## src/sv/brbm_ram.sv

```systemverilog
// ----------------------------------------------------------------------------
// brbm_ram
// Simple dual-port synchronous RAM: one write port, one read port with a
// registered read.
// ----------------------------------------------------------------------------
module brbm_ram #(
  parameter int AW = 8,
  parameter int DW = 16
) (
  input  logic          clk,
  input  logic          we,
  input  logic [AW-1:0] waddr,
  input  logic [DW-1:0] wdata,
  input  logic [AW-1:0] raddr,
  output logic [DW-1:0] rdata
);

  logic [DW-1:0] mem [1<<AW];
  logic [DW-1:0] rdata_r;

  always_ff @(posedge clk) begin
    if (we) begin
      mem[waddr] <= wdata;
    end
    rdata_r <= mem[raddr];
  end

  assign rdata = rdata_r;

endmodule

```

## config.mk

```make
export PLATFORM = sky130hd
export DESIGN_NAME = brbm_ram
export DESIGN_NICKNAME = d
export VERILOG_FILES = /design/src/sv/brbm_ram.sv
export SDC_FILE = /design/constraint.sdc
export NUM_CORES = 2
export LEC_CHECK = 0
export ABC_CLOCK_PERIOD_IN_PS = 5790
export CELL_PAD_IN_SITES_DETAIL_PLACEMENT = 0
export CELL_PAD_IN_SITES_GLOBAL_PLACEMENT = 1
export CORE_MARGIN = 10
export CORE_UTILIZATION = 55
export CTS_BUF_LIST = sky130_fd_sc_hd__clkbuf_4
export DETAILED_ROUTE_END_ITERATION = 8
export DONT_BUFFER_PORTS = 1
export GPL_TIMING_DRIVEN = 1
export PLACE_DENSITY_LB_ADDON = 0.1
export SLEW_MARGIN = 20
export SYNTH_ARGS = -nofsm -noshare
export SYNTH_HDL_FRONTEND = slang
export SYNTH_SLANG_ARGS = --single-unit
export TNS_END_PERCENT = 10
```

## constraint.sdc

```tcl
create_clock -name clk -period 5.79 [get_ports clk]
set_input_delay 0.579 -clock clk [delete_from_list [all_inputs] [get_ports clk]]
set_output_delay 0.579 -clock clk [all_outputs]
set_load 0.02 [all_outputs]
```

==> results by stage <==
Status:
- The run finished with clean final reports.

Worst setup path:
- The reg-to-reg setup timing slack is 2.10 ns.
- The kind of start point of the critical path is a primary input.
- The endpoint of the lowest-slack register-to-register path is rdata[3].
- STA classifies the critical path endpoint as a flop.
- In this run the worst path has a maximum fanout of 184.
- The worst register-to-register path begins at mem[55][3].
- The worst register-to-register path has a depth of 6.
- For the worst setup path, the data required time is 7.33 ns.
- The critical path is of the in2reg type.
- At the worst endpoint, the arrival time is 5.87 ns.

Layout:
- The sequential cells in the finished layout cover a total of 123000 um^2.
- The number of filler instances in the final layout is 20.2k.
- The total non-filler cell area in the finished layout is 179000 um^2.
- The net count of the finished layout is 8564.
- The area used by multi-input combinational logic is 33100 um^2.
- The layout overhead on the synthesized area is 13.0%.
- For this run, the share of the core covered by cells in the final layout is 62.4%.
- Of the cells placed in the final design, the portion with a size suffix greater than 1 is 33.2%.

Placed design:
- The count of buffers added on input and output ports is 0.
- The worst slack at placement is 1.08 ns.
- Once placement finished, the instance area stood at 164000 um^2.
- The half-perimeter wire length of the detailed placement result is 230 mm.
- The congestion estimate from routability-driven global placement came to 0.833.

Pwr:
- Combinational logic is responsible for 5.1% of the overall power.
- The maximum resistive drop on vdd is 0.229 mV.
- The internal portion of the total power is 46.8 mW.
- Overall power consumption after layout is estimated at 60.3 mW.
- Power spread over the standard cell area amounts to 336 nW/um^2.
- For this design the total switching power over the nets is 13.5 mW.
- The total leakage power is 58.4 nW.
- Of the total power, the share spent switching nets is 22.3%.
- In this run, the clock network consumes 40.3% of the power.
- The share of total power dissipated in sequential elements is 54.6%.

Timing:
- After layout, the minimum clock period comes to 4.34 ns.
- The tightest slew margin relative to the limit is 12.6%.
- The portion of the clock cycle consumed by the worst path in the final layout is 74.9%.
- Clock skew on the completed layout was measured at 0.117 ns.
- The total negative slack is 0 ns.
- The final worst-path setup slack is 1.45 ns.
- Setup repair after global routing left no endpoint under its margin.
- The final-report max-slew violation count is 0.
- For the pin with the worst max-slew slack, the measured transition is 1.28 ns.
- Derived from the worst setup path, the maximum achievable clock frequency is 0.231 GHz.
- Setup violations remaining at the end of the flow were counted as 0.
- The final-report hold violation count is 0.

Global route:
- Entering global routing, the biggest net connects 738 pins.
- The global-route congestion overflow total is 0.
- The total routing resource utilization after global routing is 28.2%.
- The global-route wire length before repair is 616 mm.
- The via count of the first global-routing pass is 84.2k.
- The initial antenna violation count is 30.

Floorplanning:
- The top-level I/O count is 50.
- The initial core utilization is 55.2%.
- The floorplan die area is 310000 um^2.
- The die boundary width is 557 um.
- The die height is 557 um.
- The placeable core area is 288000 um^2.
- The initialized floorplan defines 197 standard-cell rows.

Drt:
- The routed layout has 83.5k vias.
- For this run, design rule violations remaining after detail routing come to 0.
- The post-detailed-route wirelength per cell is 33.5 um.
- The wire length after detailed routing is 436 mm.
- The detailed router finished its first iteration with 10.8k violations.
- In the routed layout, each cell is associated on average with a via count of 6.42.
- Before antenna repair, the detailed router went through 5 iterations.
- Once detail routing completed, the nets flagged for antenna violations numbered 0.

Synthesis:
- The top cell type by area accounts for 77.5% of the synthesized area.
- After synthesis the cells add up to 159000 um^2.
- The most repeated cell in the gate-level netlist after synthesis is sky130_fd_sc_hd__edfxtp_1.
- The commonest cells after synthesis are sky130_fd_sc_hd__edfxtp_1 (4096), sky130_fd_sc_hd__mux4_2 (797), sky130_fd_sc_hd__mux2i_1 (565).
- In this run the mean area of a mapped cell was 21.6 um^2.
- Counting flops with an async set or reset pin after synthesis yields a share of 0%.
- The net count after synthesis is 7394.
- The synthesized netlist contains 52 unique library cells.
- The flop and latch count out of synthesis is 4112.
- The share of the Yosys chip area taken by registers is 77.7%.
- The biggest area contributor in the post-synthesis netlist is sky130_fd_sc_hd__edfxtp_1.
- The synthesized design contains 4096 enable-type register cells.
- The commonest register cell after synthesis is sky130_fd_sc_hd__edfxtp_1.
- The number of cells produced by synthesis is 7360.
- For this run, the number of Yosys warnings is 0.
- By area the synthesized netlist is led by sky130_fd_sc_hd__edfxtp_1 (77%), sky130_fd_sc_hd__mux4_2 (11%), sky130_fd_sc_hd__mux2i_1 (3.6%).

Min path:
- The end of the worst hold path is mem[231][1].
- The worst hold path passes through 2 cells.
- The path type of the worst min-delay path is in2reg.
- The startpoint of the tightest hold check path is wdata[1].

Clock network:
- The number of clock sinks is 4112.
- CTS placed an instance of sky130_fd_sc_hd__clkbuf_4 at the clock tree root.
- TritonCTS built the clock tree.
- The clock network latency to the later pin of the worst-skew pair is 1.62 ns.
- The level count of the clock H-tree is 7.
- The clock passes through at most 5 buffers.
- After clock tree synthesis, the flow added hold-fix buffers numbering 93.
- Once the clock tree was built, the resizer swapped 0 gates to a different size.
- The number of setup buffers added after CTS is 0.
- The number of buffers inserted during clock tree synthesis is 1125.
- Clock-pin slew was measured on the worst setup and hold paths at 0.06 ns.

Flow run:
- Across the run, the number of max-cap violations was 0.
==> power groups by stage <==
stage	Combinational (mW)	Sequential (mW)	Clock, mW
after global routing	3.22	32.9	26.5
after floorplan	1.62	33.5	0
after detailed placement	2.23	33.5	0
final	3.09	32.9	24.3
after global placement	2.21	33.5	0
after CTS	2.92	32.9	24.8
==> metal layers <==
layer / track usage, % / part of all wire [%] / vias to the layer above
li1: - / - / 34300
met1: 40.1 / 40 / 44100
met2: 42.5 / 47 / 4415
met3: 7.58 / 9.7 / 696
met4: 10.2 / 3.0 / 10
met5: 0 / 0.015 / -
==> through the flow <==
stage | instances | hold WS, ns
2_1_floorplan | 7360 | 0.678
3_3_place_gp | 11100 | 0.710
3_5_place_dp | 11100 | 0.702
4_1_cts | 12900 | 0.00176
5_1_grt | 13000 | -0.0300
6_report | 13000 | 0.0872
==> worst max path at each step <==
| stage | depth (start not counted) | slack [ns] | startpoint | to |
|---|---|---|---|---|
| after global placement | 8 | 0.91 | raddr[0] | rdata[7] |
| after detailed placement | 9 | 1.08 | raddr[0] | rdata[14] |
| after global routing | 12 | 1.55 | raddr[1] | rdata[4] |
| after CTS | 9 | 1.72 | raddr[2] | rdata[5] |
| after floorplan | 6 | 3.05 | waddr[3] | mem[235][0] |
| final | 12 | 1.45 | raddr[1] | rdata[4] |
==> worst max-delay path, stage by stage <==
cell	delay, ns
sky130_fd_sc_hd__buf_16	0.78
sky130_fd_sc_hd__nand2b_4	0.63
sky130_fd_sc_hd__buf_12	0.42
sky130_fd_sc_hd__buf_4	0.31
sky130_fd_sc_hd__o221ai_1	0.30
sky130_fd_sc_hd__o22ai_1	0.13
sky130_fd_sc_hd__nor3_1	0.79
sky130_fd_sc_hd__nor4_1	0.10
sky130_fd_sc_hd__dlygate4sd3_1	0.61
sky130_fd_sc_hd__buf_4	0.16
sky130_fd_sc_hd__nor4_2	0.19
sky130_fd_sc_hd__dlygate4sd3_1	0.58
==> state kept, by name, indices dropped and copies added, names as in the netlist <==
register and cells:
rdata 16, mem 4096
==> cells in the final DEF, fill, tap and decap left out, types with 27 or more instances in the layout <==
master	instances
sky130_fd_sc_hd__o21ai_0	34
sky130_fd_sc_hd__mux4_2	797
sky130_fd_sc_hd__diode_2	29
sky130_fd_sc_hd__mux2_2	88
sky130_fd_sc_hd__clkbuf_4	1591
sky130_fd_sc_hd__a22oi_1	43
sky130_fd_sc_hd__buf_4	340
sky130_fd_sc_hd__edfxtp_1	4096
sky130_fd_sc_hd__nor2_2	58
sky130_fd_sc_hd__a21oi_1	175
sky130_fd_sc_hd__inv_2	27
sky130_fd_sc_hd__buf_16	42
sky130_fd_sc_hd__clkinv_1	155
sky130_fd_sc_hd__dlygate4sd3_1	80
sky130_fd_sc_hd__nand2_1	36
sky130_fd_sc_hd__a22o_1	32
sky130_fd_sc_hd__o22ai_1	148
sky130_fd_sc_hd__buf_12	30
sky130_fd_sc_hd__mux2i_1	565
sky130_fd_sc_hd__a221oi_1	28
sky130_fd_sc_hd__o221ai_1	252
sky130_fd_sc_hd__nor3_1	89
sky130_fd_sc_hd__nor2_1	225
==> cell families (layout without fill, tap and decap cells) <==
family / count (synthesis) / after routing / share of synthesized area [%]
and+or+nand+nor: 556 / 556 / 1.57
muxes: 1450 / 1450 / 15.5
buffers and inverters: 456 / 2292 / 1.69
other: 0 / 29 / 0
DFF: 4112 / 4112 / 77.7
AOI/OAI and AO/OA: 786 / 786 / 3.54
==> layout make-up <==
type	instances	area share, %
Tap cell	3781	2.64
Clock inverter	202	0.568
Timing Repair Buffer	495	2.87
Antenna cell	29	0.0404
Multi-Input combinational cell	2792	18.5
Sequential cell	4112	68.7
Inverter	4	0.0153
Clock buffer	1591	6.66
No activity file was read; power rests on OpenSTA's default activity.
